**src/rtl/core/wheel_speed_meter_defines.svh**
```systemverilog
// Assertion macros for the wheel speed meter RTL.
`ifndef WHEEL_SPEED_METER_DEFINES_SVH
`define WHEEL_SPEED_METER_DEFINES_SVH
`ifndef SYNTHESIS
// Checked outside reset only.
`define WSM_ASSERT(lbl, prop, msg) \
    lbl: assert property (@(posedge i_clk) disable iff (!i_rst_n) prop) else $error(msg);
// Checked at every edge, reset included.
`define WSM_ASSERT_NR(lbl, prop, msg) \
    lbl: assert property (@(posedge i_clk) prop) else $error(msg);
`else
`define WSM_ASSERT(lbl, prop, msg)
`define WSM_ASSERT_NR(lbl, prop, msg)
`endif
`endif

```
**src/rtl/core/wsm_pkg.sv**
```systemverilog
// Package: widths, register codes and shared types of the wheel speed meter.
`default_nettype none
package wsm_pkg;
    localparam int COUNT_BITS  = 16;
    localparam int TIME_BITS   = 32;
    localparam int NOW_W       = 32;
    localparam int MAG_W       = 8;
    localparam int CIRC_W      = 12;
    localparam int INTV_W      = 16;
    localparam int CFG_IDX_W   = 2;
    localparam int CFG_DATA_W  = 16;
    localparam int SPEED_W     = 17;

    localparam logic [CFG_IDX_W-1:0] CFG_MAGNETS  = 2'd0;
    localparam logic [CFG_IDX_W-1:0] CFG_CIRC     = 2'd1;
    localparam logic [CFG_IDX_W-1:0] CFG_INTERVAL = 2'd2;

    localparam logic [MAG_W-1:0]  MAGNETS_RST  = 8'd1;
    localparam logic [CIRC_W-1:0] CIRC_RST     = 12'd2100;
    localparam logic [INTV_W-1:0] INTERVAL_RST = 16'd1000;

    localparam logic [SPEED_W-1:0] SPEED_MAX = 17'd99990;

    // count*circ, then *36 (six more bits)
    localparam int PROD_W = COUNT_BITS + CIRC_W;
    localparam int NUM_W  = PROD_W + 6;
    localparam int DEN_W  = MAG_W + TIME_BITS;
    // one extra quotient bit flags overflow past the speed range
    localparam int QUOT_W = SPEED_W + 1;
    localparam int DIV_W  = DEN_W + SPEED_W;
    localparam int REM_W  = (NUM_W > DIV_W) ? NUM_W : DIV_W;
    localparam int STEP_W = $clog2(QUOT_W);

    typedef struct packed {
        logic              done;
        logic [QUOT_W-1:0] quot;
    } t_div_sts;
endpackage
`default_nettype wire

```
**src/rtl/core/wsm_div.sv**
```systemverilog
// Restoring divider: one compare-subtract per cycle, QUOT_W quotient bits.
`default_nettype none
module wsm_div
    import wsm_pkg::*;
(
    input  wire logic             i_clk,
    input  wire logic             i_rst_n,
    input  wire logic             i_start,
    input  wire logic [NUM_W-1:0] i_num,
    input  wire logic [DEN_W-1:0] i_den,
    output t_div_sts              o_sts
);
    logic              r_busy, n_busy;
    logic              r_done, n_done;
    logic [STEP_W-1:0] r_step, n_step;
    logic [REM_W-1:0]  r_rem, n_rem;
    logic [REM_W-1:0]  r_dvs, n_dvs;
    logic [QUOT_W-1:0] r_quot, n_quot;
    logic [REM_W:0]    diff;

    // divisor starts aligned to the top quotient bit
    assign diff = {1'b0, r_rem} - {1'b0, r_dvs};

    always_comb begin
        n_busy = r_busy;
        n_done = 1'b0;
        n_step = r_step;
        n_rem  = r_rem;
        n_dvs  = r_dvs;
        n_quot = r_quot;
        if (i_start) begin
            n_busy = 1'b1;
            n_step = STEP_W'(QUOT_W - 1);
            n_rem  = REM_W'(i_num);
            n_dvs  = REM_W'({i_den, {SPEED_W{1'b0}}});
            n_quot = '0;
        end else if (r_busy) begin
            if (!diff[REM_W]) begin
                n_rem = diff[REM_W-1:0];
            end
            n_quot = {r_quot[QUOT_W-2:0], ~diff[REM_W]};
            n_dvs  = r_dvs >> 1;
            n_step = r_step - 1'b1;
            if (r_step == '0) begin
                n_busy = 1'b0;
                n_done = 1'b1;
            end
        end
    end

    always_ff @(posedge i_clk) begin
        if (!i_rst_n) begin
            r_busy <= 1'b0;
            r_done <= 1'b0;
        end else begin
            r_busy <= n_busy;
            r_done <= n_done;
        end
        r_step <= n_step;
        r_rem  <= n_rem;
        r_dvs  <= n_dvs;
        r_quot <= n_quot;
    end

    assign o_sts.done = r_done;
    assign o_sts.quot = r_quot;
endmodule
`default_nettype wire

```
**src/rtl/core/wheel_speed_meter.sv**
```systemverilog
// Top level: pulse counting, interval check, speed sequencer and output register.
// Sequence: a poll that closes no interval is taken in S_IDLE alone; a closing poll passes S_MUL,
//   S_NUM, S_DIV (the divider) and S_OUT to the output register; a zero count or divisor skips S_DIV.
// Throughput: one poll per cycle while no interval closes; an update holds the input until S_OUT
//   hands its result to the output register, and S_OUT waits while the output stalls.
// Reset (sync, active low): state and output valid cleared; config to 1 magnet, 2100 mm, 1000 ms.
`default_nettype none
`include "wheel_speed_meter_defines.svh"
module wheel_speed_meter
    import wsm_pkg::*;
(
    input  wire logic                  i_clk,
    input  wire logic                  i_rst_n,
    // poll channel
    input  wire logic                  i_in_valid,
    output logic                       o_in_ready,
    input  wire logic                  i_switch_level,
    input  wire logic [NOW_W-1:0]      i_now_ms,
    // speed channel
    output logic                       o_out_valid,
    input  wire logic                  i_out_ready,
    output logic [SPEED_W-1:0]         o_speed_tenths_kmh,
    // config write channel
    input  wire logic                  i_cfg_valid,
    output logic                       o_cfg_ready,
    input  wire logic [CFG_IDX_W-1:0]  i_cfg_index,
    input  wire logic [CFG_DATA_W-1:0] i_cfg_data
);
    localparam logic [2:0] S_IDLE = 3'd0;  // waiting for a poll
    localparam logic [2:0] S_MUL  = 3'd1;  // count*circ and magnets*elapsed
    localparam logic [2:0] S_NUM  = 3'd2;  // special cases or divider start
    localparam logic [2:0] S_DIV  = 3'd3;  // divider running
    localparam logic [2:0] S_OUT  = 3'd4;  // hand result to output register

    logic [2:0]            r_state, n_state;
    logic [MAG_W-1:0]      r_magnets;
    logic [CIRC_W-1:0]     r_circ;
    logic [INTV_W-1:0]     r_interval;
    logic                  r_prev, n_prev;
    logic [COUNT_BITS-1:0] r_count, n_count;
    logic [TIME_BITS-1:0]  r_last, n_last;
    logic [COUNT_BITS-1:0] r_snap, n_snap;
    logic [TIME_BITS-1:0]  r_elapsed, n_elapsed;
    logic [PROD_W-1:0]     r_prod, n_prod;
    logic [DEN_W-1:0]      r_den, n_den;
    logic [SPEED_W-1:0]    r_res, n_res;
    logic                  r_out_valid, n_out_valid;
    logic [SPEED_W-1:0]    r_speed, n_speed;

    logic                  in_beat;
    logic                  cfg_beat;
    logic [TIME_BITS-1:0]  now_t;
    logic [TIME_BITS-1:0]  elapsed;
    logic [COUNT_BITS-1:0] count_upd;
    logic [NUM_W-1:0]      num;
    logic                  div_start;
    logic [SPEED_W-1:0]    quot_sat;
    t_div_sts              div_sts;

    assign o_in_ready = (r_state == S_IDLE);
    assign o_cfg_ready = 1'b1;
    assign in_beat  = i_in_valid & o_in_ready;
    assign cfg_beat = i_cfg_valid & o_cfg_ready;

    assign now_t   = i_now_ms[TIME_BITS-1:0];
    assign elapsed = now_t - r_last;  // wraps at 2^TIME_BITS

    // rising edge counts, saturating at all ones
    assign count_upd = (i_switch_level && !r_prev && !(&r_count)) ?
                       r_count + 1'b1 : r_count;

    // *36 as *32 + *4
    assign num = (NUM_W'(r_prod) << 5) + (NUM_W'(r_prod) << 2);

    assign div_start = (r_state == S_NUM) && (r_prod != '0) && (r_den != '0);

    // top quotient bit means the quotient is past the 17-bit range
    assign quot_sat = (div_sts.quot[QUOT_W-1] || (div_sts.quot[SPEED_W-1:0] > SPEED_MAX)) ?
                      SPEED_MAX : div_sts.quot[SPEED_W-1:0];

    wsm_div u_div (
        .i_clk   (i_clk),
        .i_rst_n (i_rst_n),
        .i_start (div_start),
        .i_num   (num),
        .i_den   (r_den),
        .o_sts   (div_sts)
    );

    always_comb begin
        n_state     = r_state;
        n_prev      = r_prev;
        n_count     = r_count;
        n_last      = r_last;
        n_snap      = r_snap;
        n_elapsed   = r_elapsed;
        n_prod      = r_prod;
        n_den       = r_den;
        n_res       = r_res;
        n_out_valid = r_out_valid & ~i_out_ready;
        n_speed     = r_speed;
        unique case (r_state)
            S_IDLE: begin
                if (in_beat) begin
                    n_prev  = i_switch_level;
                    n_count = count_upd;
                    if (elapsed >= TIME_BITS'(r_interval)) begin
                        n_snap    = count_upd;
                        n_elapsed = elapsed;
                        n_count   = '0;
                        n_last    = now_t;
                        n_state   = S_MUL;
                    end
                end
            end
            S_MUL: begin
                n_prod  = PROD_W'(r_snap) * PROD_W'(r_circ);
                n_den   = DEN_W'(r_magnets) * DEN_W'(r_elapsed);
                n_state = S_NUM;
            end
            S_NUM: begin
                // zero count or zero circumference gives 0; zero divisor saturates
                if (r_prod == '0) begin
                    n_res   = '0;
                    n_state = S_OUT;
                end else if (r_den == '0) begin
                    n_res   = SPEED_MAX;
                    n_state = S_OUT;
                end else begin
                    n_state = S_DIV;
                end
            end
            S_DIV: begin
                if (div_sts.done) begin
                    n_res   = quot_sat;
                    n_state = S_OUT;
                end
            end
            S_OUT: begin
                if (!r_out_valid || i_out_ready) begin
                    n_speed     = r_res;
                    n_out_valid = 1'b1;
                    n_state     = S_IDLE;
                end
            end
            default: n_state = S_IDLE;
        endcase
    end

    always_ff @(posedge i_clk) begin
        if (!i_rst_n) begin
            r_state     <= S_IDLE;
            r_prev      <= 1'b0;
            r_count     <= '0;
            r_last      <= '0;
            r_out_valid <= 1'b0;
            r_magnets   <= MAGNETS_RST;
            r_circ      <= CIRC_RST;
            r_interval  <= INTERVAL_RST;
        end else begin
            r_state     <= n_state;
            r_prev      <= n_prev;
            r_count     <= n_count;
            r_last      <= n_last;
            r_out_valid <= n_out_valid;
            if (cfg_beat) begin
                unique case (i_cfg_index)
                    CFG_MAGNETS:  r_magnets  <= i_cfg_data[MAG_W-1:0];
                    CFG_CIRC:     r_circ     <= i_cfg_data[CIRC_W-1:0];
                    CFG_INTERVAL: r_interval <= i_cfg_data[INTV_W-1:0];
                    default: ;  // unmapped index, write dropped
                endcase
            end
        end
        r_snap    <= n_snap;
        r_elapsed <= n_elapsed;
        r_prod    <= n_prod;
        r_den     <= n_den;
        r_res     <= n_res;
        r_speed   <= n_speed;
    end

    assign o_out_valid        = r_out_valid;
    assign o_speed_tenths_kmh = r_speed;

    `WSM_ASSERT(a_speed_range, o_out_valid |-> (o_speed_tenths_kmh <= SPEED_MAX), "speed range")
    `WSM_ASSERT(a_done_in_div, div_sts.done |-> (r_state == S_DIV), "divider done outside divide")
    `WSM_ASSERT_NR(a_reset_clean, !i_rst_n |=> (!o_out_valid && o_in_ready), "reset left block busy")
endmodule
`default_nettype wire
```
**config.mk**
```make
export PLATFORM = sky130hd
export DESIGN_NAME = wheel_speed_meter
export DESIGN_NICKNAME = d
export VERILOG_FILES = /design/src/rtl/core/wsm_pkg.sv /design/src/rtl/core/wsm_div.sv /design/src/rtl/core/wheel_speed_meter.sv
export VERILOG_INCLUDE_DIRS = /design/src /design/src/rtl/core
export SDC_FILE = /design/constraint.sdc
export NUM_CORES = 2
export LEC_CHECK = 0
export ABC_AREA = 1
export BUFFER_PORTS_ARGS = -buffer_cell sky130_fd_sc_hd__buf_2
export CAP_MARGIN = 20
export CELL_PAD_IN_SITES_DETAIL_PLACEMENT = 0
export CELL_PAD_IN_SITES_GLOBAL_PLACEMENT = 1
export CORE_MARGIN = 5
export CORE_UTILIZATION = 30
export DETAILED_ROUTE_END_ITERATION = 7
export GPL_TIMING_DRIVEN = 0
export HOLD_SLACK_MARGIN = 0.15
export PLACE_DENSITY_LB_ADDON = 0.1
export SYNTH_ARGS = -nofsm -noshare
export SYNTH_HDL_FRONTEND = slang
export SYNTH_SLANG_ARGS = --single-unit
```
**constraint.sdc**
```tcl
create_clock -name i_clk -period 8 [get_ports i_clk]
set_input_delay 0.4 -clock i_clk [delete_from_list [all_inputs] [get_ports i_clk]]
set_output_delay 0.4 -clock i_clk [all_outputs]
set_load 0.01 [all_outputs]
```
==> run summary <==
layout cells sized above 1 -> 4.53%
P per Cell Area -> 444 nW/um^2
commonest non-fill, non-tap cell in the layout -> nand2_1
LEAKAGE -> 21.2 nW
ys async rst share -> 0%
global-route wire length before repair -> 182000 um
Routed Wire Length -> 116000 um
max_slew headroom -> 24.9%
Final HPWL DP -> 96500 um
max cap viols -> 0
Yosys cell types -> 52
Die X -> 359 um
Inst Count DP -> 6597
cells after synthesis -> 4891
Final #Nets -> 5710
register area -> 9810 um^2
Vias -> 29917
DR WL/cell -> 17.2 um
final setup vio count -> 0
Hold Path Class -> in -> reg
DR iter-0 viols -> 1500
Initial Util -> 30.1%
DRT Pass-1 Iters -> 6
Worst-Margin Slew -> 1.12 ns
Root Buffer -> clkbuf_16
CP arrival -> 6.74 ns
Final Skew -> 0.0329 ns
Mapped Area -> 36600 um^2
register area share after synthesis -> 26.8%
die span in y -> 359 um
footprint of the multi-input gates -> 22000 um^2
initial antenna violation count -> 0
Clock Latency Late Sink -> 0.64 ns
setup TNS -> 0 ns
clk buf depth -> 3
most frequent cells in the layout -> 1221 x nand2_1, 1092 x inv_1, 420 x nor2_1
Peak VDD IR -> 0.000271 V
DP Worst Slack -> 1.53 ns
status -> finished, final reports clean
xor/xnor share of the synthesized area -> 3.21%
Synth Register Bits -> 378
Die ar. -> 129000 um^2
IO Pins -> 76
Final Hold Fails -> 0
Req. time, crit path -> 8.38 ns
Fillers -> 13210
gr usage total -> 17.9%
total CTS buffers -> 50
vias in the first global route -> 30529
adder and majority gate portion of the synthesized area -> 26.5%
Synth Flop Type -> edfxtp_1
clock sink count -> 378
clock slew at reported path FFs -> 0.06 ns
critical path class -> reg -> reg
largest net degree at the start of global routing -> 36
Final Max Slew Viols -> 0
Rows -> 128
CTS tree -> done
worst setup margin -> 1.64 ns
Synth Area in Simple Gates -> 21.2%
RePlAce Congestion -> 0.854
Yosys warnings -> 0
fmax -> 0.157 GHz
Layout Cells excl Fill -> 6742
DRC Markers -> 0
RSZ-0062 raised after global routing -> no
Via-to-Cell Ratio -> 4.44
Post-Syn Area per Cell -> 7.48 um^2
largest family of logic cells by synthesized area -> adder cells
period utilization -> 79.5%
I/O Buffers -> 73
CP Capture Type -> register
post-synthesis compound-gate area fraction -> 9.08%
Startpoint Class -> register
Tmin final -> 6.36 ns
Post-synth EDFFs -> 224
post-synthesis mux area share -> 0%
Tot Pwr -> 18.3 mW
Placeable Area -> 122000 um^2
gr ovfl total -> 0
critical-path maximum fanout -> 10
Area Growth Syn to Fin -> 12.8%
Final ANT Viol Nets -> 0
H-tree lvl count -> 2
Post-Syn Nets -> 5527
-- state kept, by name, summed over array words and instances, names as in the netlist, 3 cells and up --
signal,cells
r_interval,16
u_div.r_dvs,57
r_circ,12
u_div.r_step,5
r_den,40
r_res,17
o_speed_tenths_kmh,17
u_div.r_rem,57
r_last,32
r_snap,16
r_elapsed,32
r_state,3
r_prod,28
u_div.r_quot,18
r_count,16
r_magnets,8
-- per-layer routing --
| layer | wire, um | share of wire, % | vias up | GRT usage (%) |
|---|---|---|---|---|
| met1 | 57500 | 50 | 13974 | 25.5 |
| met3 | 3340 | 2.9 | 110 | 1.67 |
| met2 | 52300 | 45 | 407 | 29.3 |
| met4 | 2560 | 2.2 | 0 | 4.16 |
| met5 | 0 | 0 | - | 0 |
| li1 | - | - | 15426 | - |
-- power by group --
group	internal [mW]	total [mW]	switching [mW]	leakage [nW]
Clock	1.37	2.30	0.927	0.817
Combinational	4.20	12.3	8.13	17.0
Sequential	3.33	3.69	0.355	3.35
Total	8.90	18.3	9.42	21.2
-- final timing paths --
| kind | from | to | slack, ns | cells past startpoint |
|---|---|---|---|---|
| setup / recovery | r_circ[4]$_SDFFE_PN1P_ | r_prod[21]$_DFFE_PP_ | 1.64 | 20 |
| hold / removal | i_cfg_valid | r_interval[0]$_SDFFE_PN0P_ | 0.22 | 5 |
| setup reg to reg | r_circ[4]$_SDFFE_PN1P_ | r_prod[21]$_DFFE_PP_ | 1.64 | 20 |
| hold reg to reg | r_res[8]$_SDFFCE_PP0P_ | o_speed_tenths_kmh[8]$_DFFE_PP_ | 0.42 | 0 |
-- stage by stage --
stage | instance area (um^2) | util [%] | hold WS [ns]
after floorplan | 36600 | - | 0.400
after global placement | 39000 | 32.1 | 0.402
after detailed placement | 39100 | 32.2 | 0.406
after CTS | 41300 | 34.0 | 0.159
after global routing | 41300 | 34.0 | 0.214
final | 41300 | 34.0 | 0.218
-- worst max-delay path, cell delays in order, from the launching register on --
cell	delay (ns)
dfxtp_1	0.30
clkbuf_1	0.44
clkbuf_1	0.59
nand2_1	0.16
fa_1	0.60
fa_1	0.45
fa_1	0.49
inv_1	0.06
fa_1	0.55
inv_1	0.06
fa_1	0.53
inv_1	0.05
ha_1	0.38
nand2_1	0.10
o21ai_0	0.32
a21oi_1	0.12
o21ai_0	0.35
nand4_1	0.13
o211ai_1	0.15
a21oi_1	0.13
xnor2_1	0.14
-- repair_timing --
action | in CTS | in global routing
hold endpoints to repair | 70 | 0
buffers inserted | 0 | 0
hold buffers | 50 | 0
resized for setup | 0 | 0
-- area by class of cell --
cell class	instances	area share (%)
multi-input combinational	3246	53.2
sequential	378	23.8
inverter	1099	9.99
tap	1625	4.93
clock buffer	65	3.22
timing repair buffer	131	2.34
buffer	168	1.74
clock inverter	29	0.834
antenna	1	0.00606
-- cell families (layout without fill, tap and decap cells) --
kind of cell / Yosys count / count (layout)
XOR/XNOR: 134 / 134
flip-flops: 378 / 378
buffers and inverters: 1267 / 1492
AO/OA/AOI/OAI: 606 / 606
AND/OR/NAND/NOR: 1925 / 1925
adder cells (fa/ha/maj): 580 / 580
other: 1 / 2
-- cells in the mapped netlist, types with 4 or more instances --
cell	n	share of area [%]
and2_1	7	0.12
nand3b_1	10	0.21
o21ai_1	4	0.055
nor2_1	420	4.3
o31ai_1	13	0.27
clkbuf_2	25	0.34
inv_1	1094	11
inv_2	5	0.051
a21oi_1	279	3.8
nand2_1	1222	13
o21bai_1	17	0.35
o21a_1	10	0.21
edfxtp_1	224	18
ha_1	257	8.8
a31oi_1	27	0.46
o211ai_1	15	0.31
nor3_2	5	0.14
nor4_1	18	0.31
o21ai_0	202	2.8
o221ai_1	6	0.14
fa_1	323	18
nand3_1	156	2.1
dfxtp_1	154	8.4
xor2_1	98	2.3
a21boi_0	6	0.12
nor2_2	6	0.10
buf_2	4	0.055
nor3_1	28	0.38
buf_6	6	0.18
xnor2_1	36	0.86
or2_2	7	0.12
nand4_1	36	0.62
clkbuf_1	129	1.3
a21o_1	15	0.31
a211oi_1	4	0.082
(Power assumes the default switching activity.)
